$ cat config.mk
export PLATFORM = sky130hd
export DESIGN_NAME = xml_entity_decoder_flat
export DESIGN_NICKNAME = d
export VERILOG_FILES = /design/src/rtl/xed_pkg.sv /design/src/rtl/xed_in_if.sv /design/src/rtl/xed_out_if.sv /design/src/rtl/xml_entity_decoder.sv /design/src/flat_wrapper.sv
export SDC_FILE = /design/constraint.sdc
export NUM_CORES = 1
export LEC_CHECK = 0
export ABC_AREA = 1
export BUFFER_PORTS_ARGS = -buffer_cell sky130_fd_sc_hd__buf_2
export CAP_MARGIN = 20
export CORE_ASPECT_RATIO = 0.6
export CORE_MARGIN = 4
export CORE_UTILIZATION = 45
export CTS_CLUSTER_SIZE = 20
export DETAILED_ROUTE_END_ITERATION = 8
export PLACE_DENSITY_LB_ADDON = 0.3
export SKIP_CTS_REPAIR_TIMING = 1
export SLEW_MARGIN = 20
export SYNTH_ARGS = -nofsm -noshare
export SYNTH_HDL_FRONTEND = slang
export SYNTH_SLANG_ARGS = --single-unit
$ cat constraint.sdc
create_clock -name clk -period 6.8 [get_ports clk]
set_input_delay 1.7 -clock clk [delete_from_list [all_inputs] [get_ports clk]]
set_output_delay 1.7 -clock clk [all_outputs]
set_load 0.03 [all_outputs]
$ cat src/rtl/xed_pkg.sv
package xed_pkg;

  localparam int ByteW    = 8;
  localparam int MaxOut   = 6;
  localparam int MaxHeld  = 5;

  typedef logic [ByteW-1:0] byte_t;
  typedef byte_t [MaxHeld-1:0] held_t;
  typedef logic [2:0] cnt_t;

  localparam byte_t ChAmp   = 8'h26;
  localparam byte_t ChA     = 8'h61;
  localparam byte_t ChM     = 8'h6D;
  localparam byte_t ChP     = 8'h70;
  localparam byte_t ChSemi  = 8'h3B;
  localparam byte_t ChL     = 8'h6C;
  localparam byte_t ChT     = 8'h74;
  localparam byte_t ChG     = 8'h67;
  localparam byte_t ChQ     = 8'h71;
  localparam byte_t ChU     = 8'h75;
  localparam byte_t ChO     = 8'h6F;
  localparam byte_t ChHash  = 8'h23;
  localparam byte_t ChX     = 8'h78;
  localparam byte_t ChUpD   = 8'h44;
  localparam byte_t ChUpA   = 8'h41;
  localparam byte_t ChLt    = 8'h3C;
  localparam byte_t ChGt    = 8'h3E;
  localparam byte_t ChQuot  = 8'h22;
  localparam byte_t ChCr    = 8'h0D;
  localparam byte_t ChLf    = 8'h0A;

  typedef enum logic [4:0] {
    PfxNone = 5'd0,
    PfxAmp  = 5'd1,
    PfxA    = 5'd2,
    PfxAm   = 5'd3,
    PfxAmpW = 5'd4,
    PfxL    = 5'd5,
    PfxLt   = 5'd6,
    PfxG    = 5'd7,
    PfxGt   = 5'd8,
    PfxQ    = 5'd9,
    PfxQu   = 5'd10,
    PfxQuo  = 5'd11,
    PfxQuot = 5'd12,
    PfxHash = 5'd13,
    PfxHx   = 5'd14,
    PfxHxD  = 5'd15,
    PfxHxA  = 5'd16
  } prefix_t;

  function automatic cnt_t held_len(prefix_t s);
    cnt_t n;
    unique case (s)
      PfxAmp:                                 n = 3'd1;
      PfxA, PfxL, PfxG, PfxQ, PfxHash:        n = 3'd2;
      PfxAm, PfxLt, PfxGt, PfxQu, PfxHx:      n = 3'd3;
      PfxAmpW, PfxQuo, PfxHxD, PfxHxA:        n = 3'd4;
      PfxQuot:                                n = 3'd5;
      default:                                n = 3'd0;
    endcase
    return n;
  endfunction

  // element 0 is the first byte held
  function automatic held_t held_text(prefix_t s);
    held_t t;
    t = '{default: ChAmp};
    unique case (s)
      PfxA:    t[1] = ChA;
      PfxAm:   begin t[1] = ChA; t[2] = ChM; end
      PfxAmpW: begin t[1] = ChA; t[2] = ChM; t[3] = ChP; end
      PfxL:    t[1] = ChL;
      PfxLt:   begin t[1] = ChL; t[2] = ChT; end
      PfxG:    t[1] = ChG;
      PfxGt:   begin t[1] = ChG; t[2] = ChT; end
      PfxQ:    t[1] = ChQ;
      PfxQu:   begin t[1] = ChQ; t[2] = ChU; end
      PfxQuo:  begin t[1] = ChQ; t[2] = ChU; t[3] = ChO; end
      PfxQuot: begin t[1] = ChQ; t[2] = ChU; t[3] = ChO; t[4] = ChT; end
      PfxHash: t[1] = ChHash;
      PfxHx:   begin t[1] = ChHash; t[2] = ChX; end
      PfxHxD:  begin t[1] = ChHash; t[2] = ChX; t[3] = ChUpD; end
      PfxHxA:  begin t[1] = ChHash; t[2] = ChX; t[3] = ChUpA; end
      default: ;
    endcase
    return t;
  endfunction

endpackage

$ cat src/rtl/xed_in_if.sv
interface xed_in_if;
  logic                     valid;
  logic                     ready;
  logic [xed_pkg::ByteW-1:0] text_byte;
  logic                     end_of_text;

  modport source(output valid, output text_byte, output end_of_text, input ready);
  modport sink(input valid, input text_byte, input end_of_text, output ready);
endinterface

$ cat src/rtl/xed_out_if.sv
interface xed_out_if;
  logic                     valid;
  logic                     ready;
  logic [xed_pkg::ByteW-1:0] plain_byte;
  logic                     run_last;
  logic                     text_done;

  modport source(output valid, output plain_byte, output run_last, output text_done,
                 input ready);
  modport sink(input valid, input plain_byte, input run_last, input text_done,
               output ready);
endinterface

$ cat src/rtl/xml_entity_decoder.sv
// XML entity decoder.
// text_in carries one escaped byte per transaction with end_of_text on the
// last byte of a text. plain_out carries decoded bytes; run_last marks the
// last byte caused by one input transaction, text_done the last byte of a text.
// Each accepted byte yields 0 to 6 output bytes, held in a result register
// that shifts out one byte per cycle while plain_out.ready is high. The first
// of them is valid the cycle after the input transaction.
// Throughput: one input byte per cycle while plain_out.ready is high and each
// byte yields at most one output; a byte that yields more (a broken prefix,
// the byte itself and, at end of text, a prefix still held) stalls the input.
// text_in.ready is high when the result register is empty or is sending its
// last byte in this cycle, so a stalled receiver holds the input off after
// at most one pending transaction.
// Reset: synchronous, clears the held entity prefix and empties the result
// register.
module xml_entity_decoder (
  input  logic            clk,
  input  logic            rst,
  xed_in_if.sink          text_in,
  xed_out_if.source       plain_out
);

  xed_pkg::prefix_t prefix;
  xed_pkg::prefix_t prefix_next;
  xed_pkg::byte_t   buf_q [xed_pkg::MaxOut];
  xed_pkg::byte_t   buf_next [xed_pkg::MaxOut];
  xed_pkg::cnt_t    cnt;
  xed_pkg::cnt_t    cnt_next;
  logic             done_q;

  logic             brk;
  logic             dec_v;
  xed_pkg::byte_t   dec_b;
  xed_pkg::prefix_t s_adv;
  xed_pkg::prefix_t s_mid;
  logic             byte_v;
  logic             flush_end;

  logic in_fire;
  logic out_fire;

  assign out_fire      = plain_out.valid && plain_out.ready;
  assign text_in.ready = (cnt == 3'd0) || (cnt == 3'd1 && plain_out.ready);
  assign in_fire       = text_in.valid && text_in.ready;

  // advance the held prefix by one byte
  always_comb begin
    brk   = 1'b0;
    dec_v = 1'b0;
    dec_b = '0;
    s_adv = xed_pkg::PfxNone;
    unique case (prefix)
      xed_pkg::PfxNone: ;
      xed_pkg::PfxAmp: begin
        priority if (text_in.text_byte == xed_pkg::ChA)    s_adv = xed_pkg::PfxA;
        else if (text_in.text_byte == xed_pkg::ChL)        s_adv = xed_pkg::PfxL;
        else if (text_in.text_byte == xed_pkg::ChG)        s_adv = xed_pkg::PfxG;
        else if (text_in.text_byte == xed_pkg::ChQ)        s_adv = xed_pkg::PfxQ;
        else if (text_in.text_byte == xed_pkg::ChHash)     s_adv = xed_pkg::PfxHash;
        else                                               brk = 1'b1;
      end
      xed_pkg::PfxA: begin
        if (text_in.text_byte == xed_pkg::ChM) s_adv = xed_pkg::PfxAm;
        else brk = 1'b1;
      end
      xed_pkg::PfxAm: begin
        if (text_in.text_byte == xed_pkg::ChP) s_adv = xed_pkg::PfxAmpW;
        else brk = 1'b1;
      end
      xed_pkg::PfxL: begin
        if (text_in.text_byte == xed_pkg::ChT) s_adv = xed_pkg::PfxLt;
        else brk = 1'b1;
      end
      xed_pkg::PfxG: begin
        if (text_in.text_byte == xed_pkg::ChT) s_adv = xed_pkg::PfxGt;
        else brk = 1'b1;
      end
      xed_pkg::PfxQ: begin
        if (text_in.text_byte == xed_pkg::ChU) s_adv = xed_pkg::PfxQu;
        else brk = 1'b1;
      end
      xed_pkg::PfxQu: begin
        if (text_in.text_byte == xed_pkg::ChO) s_adv = xed_pkg::PfxQuo;
        else brk = 1'b1;
      end
      xed_pkg::PfxQuo: begin
        if (text_in.text_byte == xed_pkg::ChT) s_adv = xed_pkg::PfxQuot;
        else brk = 1'b1;
      end
      xed_pkg::PfxHash: begin
        if (text_in.text_byte == xed_pkg::ChX) s_adv = xed_pkg::PfxHx;
        else brk = 1'b1;
      end
      xed_pkg::PfxHx: begin
        priority if (text_in.text_byte == xed_pkg::ChUpD) s_adv = xed_pkg::PfxHxD;
        else if (text_in.text_byte == xed_pkg::ChUpA)     s_adv = xed_pkg::PfxHxA;
        else                                              brk = 1'b1;
      end
      xed_pkg::PfxAmpW, xed_pkg::PfxLt, xed_pkg::PfxGt, xed_pkg::PfxQuot,
      xed_pkg::PfxHxD, xed_pkg::PfxHxA: begin
        if (text_in.text_byte == xed_pkg::ChSemi) begin
          dec_v = 1'b1;
          unique case (prefix)
            xed_pkg::PfxAmpW: dec_b = xed_pkg::ChAmp;
            xed_pkg::PfxLt:   dec_b = xed_pkg::ChLt;
            xed_pkg::PfxGt:   dec_b = xed_pkg::ChGt;
            xed_pkg::PfxQuot: dec_b = xed_pkg::ChQuot;
            xed_pkg::PfxHxD:  dec_b = xed_pkg::ChCr;
            default:          dec_b = xed_pkg::ChLf;
          endcase
        end else begin
          brk = 1'b1;
        end
      end
      default: ;
    endcase
  end

  // next prefix
  always_comb begin
    byte_v = 1'b0;
    if (prefix != xed_pkg::PfxNone && !brk) begin
      s_mid = s_adv;
    end else if (text_in.text_byte == xed_pkg::ChAmp) begin
      s_mid = xed_pkg::PfxAmp;
    end else begin
      s_mid  = xed_pkg::PfxNone;
      byte_v = 1'b1;
    end
    flush_end   = text_in.end_of_text && (s_mid != xed_pkg::PfxNone);
    prefix_next = flush_end ? xed_pkg::PfxNone : s_mid;
  end

  // result bytes: flushed prefix or decoded char, new byte, prefix flushed at end
  always_comb begin
    xed_pkg::held_t a_txt;
    xed_pkg::held_t c_txt;
    logic [2:0]     la;
    logic [2:0]     lc;
    logic [3:0]     lab;
    logic [3:0]     n;
    logic [3:0]     kk;
    logic [3:0]     ci;
    a_txt = xed_pkg::held_text(prefix);
    c_txt = xed_pkg::held_text(s_mid);
    if (brk) begin
      la = xed_pkg::held_len(prefix);
    end else begin
      la       = {2'b00, dec_v};
      a_txt[0] = dec_b;
    end
    lc  = flush_end ? xed_pkg::held_len(s_mid) : 3'd0;
    lab = {1'b0, la} + {3'b000, byte_v};
    n   = lab + {1'b0, lc};
    for (int k = 0; k < xed_pkg::MaxOut; k++) begin
      kk = 4'(k);
      ci = kk - lab;
      if (kk < {1'b0, la}) begin
        buf_next[k] = a_txt[kk[2:0]];
      end else if (kk < lab) begin
        buf_next[k] = text_in.text_byte;
      end else if (kk < n) begin
        buf_next[k] = c_txt[ci[2:0]];
      end else begin
        buf_next[k] = '0;
      end
    end
    cnt_next = n[2:0];
  end

  always_ff @(posedge clk) begin
    if (rst) begin
      prefix <= xed_pkg::PfxNone;
      cnt    <= '0;
    end else if (in_fire) begin
      prefix <= prefix_next;
      cnt    <= cnt_next;
    end else if (out_fire) begin
      cnt <= cnt - 3'd1;
    end
  end

  always_ff @(posedge clk) begin
    if (in_fire) begin
      buf_q  <= buf_next;
      done_q <= text_in.end_of_text;
    end else if (out_fire) begin
      for (int i = 0; i < xed_pkg::MaxOut - 1; i++) begin
        buf_q[i] <= buf_q[i+1];
      end
    end
  end

  assign plain_out.valid      = (cnt != 3'd0);
  assign plain_out.plain_byte = buf_q[0];
  assign plain_out.run_last   = (cnt == 3'd1);
  assign plain_out.text_done  = (cnt == 3'd1) && done_q;

`ifndef SYNTHESIS
  a_cnt_range: assert property (@(posedge clk) disable iff (rst)
    cnt <= 3'(xed_pkg::MaxOut))
    else $error("result count out of range");

  a_end_clears: assert property (@(posedge clk) disable iff (rst)
    in_fire && text_in.end_of_text |=> prefix == xed_pkg::PfxNone)
    else $error("prefix held past end of text");

  a_hold_on_stall: assert property (@(posedge clk) disable iff (rst)
    plain_out.valid && !plain_out.ready |=> cnt == $past(cnt))
    else $error("result count changed while stalled");

  a_ready_drain: assert property (@(posedge clk) disable iff (rst)
    text_in.ready |-> cnt <= 3'd1)
    else $error("input ready with results pending");
`endif

endmodule
$ cat src/flat_wrapper.sv
// flat-port wrapper written by rule: the top's interface ports become plain ports
module xml_entity_decoder_flat 
  (clk, rst, text_in_valid, text_in_text_byte, text_in_end_of_text, text_in_ready, plain_out_valid, plain_out_plain_byte, plain_out_run_last, plain_out_text_done, plain_out_ready);
  xed_in_if text_in_i ();
  xed_out_if plain_out_i ();
  input  logic clk;
  input  logic rst;
  input wire logic [$bits(text_in_i.valid)-1:0] text_in_valid;
  input wire logic [$bits(text_in_i.text_byte)-1:0] text_in_text_byte;
  input wire logic [$bits(text_in_i.end_of_text)-1:0] text_in_end_of_text;
  output wire logic [$bits(text_in_i.ready)-1:0] text_in_ready;
  output wire logic [$bits(plain_out_i.valid)-1:0] plain_out_valid;
  output wire logic [$bits(plain_out_i.plain_byte)-1:0] plain_out_plain_byte;
  output wire logic [$bits(plain_out_i.run_last)-1:0] plain_out_run_last;
  output wire logic [$bits(plain_out_i.text_done)-1:0] plain_out_text_done;
  input wire logic [$bits(plain_out_i.ready)-1:0] plain_out_ready;
  assign text_in_i.valid = text_in_valid;
  assign text_in_i.text_byte = text_in_text_byte;
  assign text_in_i.end_of_text = text_in_end_of_text;
  assign text_in_ready = text_in_i.ready;
  assign plain_out_valid = plain_out_i.valid;
  assign plain_out_plain_byte = plain_out_i.plain_byte;
  assign plain_out_run_last = plain_out_i.run_last;
  assign plain_out_text_done = plain_out_i.text_done;
  assign plain_out_i.ready = plain_out_ready;
  xml_entity_decoder u_core (.clk(clk), .rst(rst), .text_in(text_in_i), .plain_out(plain_out_i));
endmodule
Word level (Yosys, flattened, before mapping)
Memories as Yosys holds them, arrays and structs flattened. A register that Yosys moved wholly into a read port is not among the register bits.
Cells that the tools add are included.
{ "totals": {"register_bits": 57, "rom_bits": 192, "inputBits": 13, "out_inout_bits": 12, "word_cells": 214, "n_memories": 2} }
{ "classes": {"n_addsub": 9, "n_lt_le_gt_ge": 24, "n_eq_ne": 47, "muxes": 88, "reduce_logical": 35} }
{ "memory_table": {"columns": ["name", "words", "width", "rd", "rd_clocked_by_memory_dff", "wr", "line", "source"], "rows": [
  ["(name not given)", 32, 3, 1, 1, 0, "xed_pkg.sv:54", "unique case (s)"],
  ["(name not given)", 32, 3, 1, 0, 0, "xed_pkg.sv:54", null]
]} }
{ "ops": {"columns": ["operator", "n"], "rows": [
  ["2-to-1 mux 8 bit", 27],
  ["binary-select mux 8 bit (select 3 bit)", 6],
  ["case mux 7 bit (4 select lines)", 4],
  ["equality test 8 x 7 -> 1 bit, second input constant", 12],
  ["equality test 5 x 4 -> 1 bit, second input constant", 16],
  ["2-to-1 mux 40 bit", 2],
  ["case mux 7 bit (5 select lines)", 2],
  ["2-to-1 mux 5 bit", 10],
  ["case mux 5 bit (10 select lines)", 1],
  ["equality test 5 x 3 -> 1 bit, second input constant", 8],
  ["case mux 6 bit (5 select lines)", 1],
  ["equality test 8 x 6 -> 1 bit, second input constant", 3],
  ["less-than comparator 3 x 4 -> 1 bit, second input constant", 6],
  ["2-to-1 mux 4 bit", 6],
  ["OR reduction 3 bit", 7],
  ["equality test 5 x 2 -> 1 bit, second input constant", 4],
  ["OR reduction 2 bit", 10],
  ["2-to-1 mux 1 bit", 19],
  ["2-to-1 mux 3 bit", 6],
  ["less-than comparator 1 x 4 -> 1 bit, first input constant", 4],
  ["less-than comparator 2 x 4 -> 1 bit, first input constant", 4],
  ["less-than comparator 3 x 4 -> 1 bit, first input constant", 4],
  ["OR reduction 4 bit", 4],
  ["2-to-1 mux 7 bit", 2],
  ["22 further kinds", 35]
]} }

Logic depth before layout (Yosys ltp)
{ "logic_depth": {"ltp_word": 19, "mapped_depth": 32} }

Worst setup path before layout
Ideal clock, no wire load.
{ "synth_path": {"path_type": "input to register", "startpoint": "in text_in_text_byte[2]", "endpoint": "reg u_core.buf_q[8] (netlist name), data pin", "setup_ns": 0.262, "arrival_time_ns": 5.469, "required_time_ns": 6.538, "path_slack_ns": 1.070, "stages": 22, "path_buffers": 3, "cell_sequence": "buf_2 nor2_1 nand2_1 o21ai_1 nor2_1 nor2_2 nand3_4 a21oi_1 inv_1 ha_1 ha_1 clkbuf_1 inv_1 buf_2 fa_1 inv_1 nor2_1 nor2_1 o21ai_1 nor2_1 a22oi_1 o21ai_0"} }
{ "synth_between": {"elab_chain_len": 19, "word_cells_on_any_way": 99} }
{ "synth_lines": {"columns": ["element", "line", "source"], "rows": [
  ["from (decl)", "flat_wrapper.sv:9", "input wire logic [$bits(text_in_i.text_byte)-1:0] text_in_text_byte;"],
  ["parallel branches: the longest is 17 deep, another holds memory (32 x 3 bit)", null, null],
  ["2-to-1 mux 8 bit (*)", "xml_entity_decoder.sv:158", "if (kk < {1'b0, la}) begin"],
  ["2-to-1 mux 40 bit (*)", "xml_entity_decoder.sv:184", "if (in_fire) begin"],
  ["to (signal assigned)", "xml_entity_decoder.sv:185", "buf_q <= buf_next;"],
  ["to (signal, indexed assignment)", "xml_entity_decoder.sv:189", "buf_q[i] <= buf_q[i+1];"],
  ["to (decl)", "xml_entity_decoder.sv:25", "xed_pkg::byte_t buf_q [xed_pkg::MaxOut];"]
]} }
Every way passes the cells marked *. The select of a mux whose other input is x is not followed.
A chain may end at the register's enable or synchronous reset.

==> results by group <==
Routing
  • Vias: 6225
  • First-pass DRT Iterations: 5
  • WL final: 21250 um
  • Vias/cell: 5.748
  • Routed Antenna Nets: 0
  • Drt wl/cell: 19.62 um
  • DRC viols: 0
  • DRT iter0 DRCs: 847

Timing
  • Unrepaired setup endpoints after global routing: false
  • Final hold violation count: 0
  • Setup tns final: 0 ns
  • Worst Clk Skew: 0.006536 ns
  • Slew HR: 55.34%
  • Max Clk Rate: 0.1616 GHz
  • Final setup vio count: 0
  • Min cycle time layout: 6.189 ns
  • Slew Viols, Final: 0
  • Worst-Margin Slew: 0.6675 ns
  • Period utilization: 91.02%

Worst setup path
  • CP startpoint kind: input port
  • Slowest-stage cell, CP: o22ai_1
  • CP Class: in -> reg
  • Worst Path Buf+Inv: 6
  • Crit path max-delay family: simple AND/OR/NAND/NOR gates
  • R2R Setup Slk: 1.36 ns
  • CP Capture Type: register
  • Critical path peak fanout: 7
  • Critical Path RT: 6.86 ns
  • WP data arrival: 6.25 ns
  • Max stage delay on crit path: 0.47 ns
  • Cell mode on critical path: nand2_1

Cells and area
  • Nets@finish: 953
  • Layout filler cell count: 1280
  • Share of cells above drive strength 1: 13.73%
  • Final std cells w/o fill: 1083
  • Antenna Cells: 0
  • Area Growth Syn to Fin: 10.12%

Floorplanning
  • Die area: 14760 sq um
  • I/O pin count: 25
  • Die width: 154.2 um
  • Starting density of the core: 46.95%
  • Cell Rows: 31
  • Die height: 95.74 um
  • Core area: 12300 sq um

Pwr
  • Clock power frac: 27.5%
  • Pwr Density: 254.5 nW/um^2
  • Net Sw Power: 582.8 uW
  • Leak: 0.003044 uW
  • Peak supply drop: 0.1876 mV
  • Comb pwr share: 31.6%
  • Sequential Power Share: 40.9%
  • Sw Ratio: 36.02%
  • Int Pwr: 1035 uW

Clocking
  • Worst-Skew Late Latency: 0.33 ns
  • CTS Sinks: 60
  • Clk slew on worst S/H paths: 0.05 ns
  • Htree depth: 3
  • Clock Tree Buf Depth: 2
  • CTS root buf: clkbuf_16
  • Total CTS buffers: 9
  • CTS tree: done

Placed design
  • Gpl congestion: 1.111
  • Hpwl dp: 16940 um
  • PortBufs: 24
  • Placed cells: 1068

Synthesis
  • Post-synth EDFFs: 49
  • Synth unique cells: 49
  • Synth async-reset ratio: 0%
  • Synth cell count leaders: nand2_1 (283), nor2_1 (94), inv_1 (77)
  • Avg Synthesized Cell Area: 6.479 sq um
  • Cell taking the most area after synthesis: edfxtp_1
  • Count leader, synth: nand2_1
  • Mapped Nets: 930
  • Syn Std Cell Area: 5773 sq um
  • Post-synth top flop: edfxtp_1
  • Synth area leaders: edfxtp_1 (25%), nand2_1 (18%), nand3_1 (6.4%)
  • Cells after Synth: 891
  • Register area share after synthesis: 29.30%
  • Ys Warns: 0
  • Synth top area share: 25.49%
  • Synthesized flop and latch total: 60

GRT
  • Grt ovf: 0
  • Initial antenna violation count: 0
  • Global-route wire length before repair: 32080 um
  • Total track usage: 28.87%
  • Vias in the first global route: 5504
  • Pin count of the biggest net entering global routing: 49

Hold path
  • Min-Delay Path Class: reg -> reg

Outcome
  • Status: finished, final reports clean

Flow run
  • Max-cap viol count: 0
[per-layer routing]
layer / wire [um] / GRT usage (%) / vias up
met5: 0 / 0 / -
met1: 9692 / 42.43 / 2842
met3: 3170 / 12.67 / 34
met4: 343 / 5.952 / 0
li1: - / - / 2970
met2: 8045 / 38.61 / 379
[per-stage QoR]
step	setup WS [ns]	cell area, sq um	hold WS, ns	power, uW	util [%]
3_5_place_dp	0.4350	6076	0.5023	1177	49.41
2_1_floorplan	1.070	5773	0.4944	1048	-
6_report	0.6109	6357	0.5139	1618	51.70
4_1_cts	0.7545	6357	0.5118	1620	51.70
5_1_grt	0.2708	6357	0.5358	1703	51.70
3_3_place_gp	0.4478	6076	0.5015	1170	49.41
[final timing paths]
check	startpoint	end	depth (start not counted)
worst min-delay path	u_core.buf_q[34]	u_core.plain_out.plain_byte[2]	2
worst min register to register	u_core.buf_q[34]	u_core.plain_out.plain_byte[2]	2
worst max-delay path	text_in_text_byte[1]	u_core.buf_q[4]	29
worst max register to register	u_core.prefix[1]	u_core.buf_q[4]	27
[power groups by stage]
stage	sequential, uW	clock, uW	combinational, uW
finish	662	445	511
global route	674	463	566
CTS	662	448	510
detailed placement	668	0	509
global placement	666	0	504
floorplan	656	0	392
[registers in the layout (all words and copies together), names as in the netlist, named ones only]
register,flops
u_core.done_q,1
u_core.cnt,3
u_core.buf_q,40
u_core.prefix,5
u_core.plain_out.plain_byte,8
[cell type report]
class | instances | area (sq um) | share of cell area [%]
Clock inverter | 6 | 56.30 | 0.8857
Timing Repair Buffer | 40 | 240.2 | 3.779
Tap cell | 165 | 206.4 | 3.247
Multi-Input combinational cell | 691 | 3515 | 55.28
Clock buffer | 9 | 225.2 | 3.543
Sequential cell | 60 | 1692 | 26.61
Inverter | 112 | 422.9 | 6.652
[cells in the final DEF (no fill, tap or decap), types with 8 or more instances in the layout]
cell type and count:
a21oi_1 55, a31oi_1 8, buf_2 24, buf_4 16, clkbuf_16 9, dfxtp_1 11
edfxtp_1 49, ha_1 25, inv_1 76, inv_2 29, nand2_1 283, nand2_2 9
nand3_1 74, nand4_1 10, nor2_1 94, nor2_2 9, o211ai_1 8, o21ai_0 38
o21ai_1 20
[kinds of logic (layout without fill, tap and decap cells)]
kind of cell               after synthesis  count (layout)  share of synthesized area [%]
AOI/OAI and AO/OA                      157             157                          15.65
xor gates and xnor gates                 4               4                         0.7370
adders and majority gates               26              26                          5.765
buffers and inverters                  140             167                          9.818
DFF                                     60              60                          29.30
and+or+nand+nor                        504             504                          38.73
[worst reg2reg max path: cells and delay by family (launching register included)]
kind | cells | cell delay, ns
adder cells (fa/ha/maj) | 2 | 0.54
AO/OA/AOI/OAI | 5 | 1.13
AND/OR/NAND/NOR | 15 | 2.31
flip-flops | 1 | 0.50
buffers and inverters | 4 | 0.48
XOR/XNOR | 1 | 0.22
No activity file was read; power rests on OpenSTA's default activity.
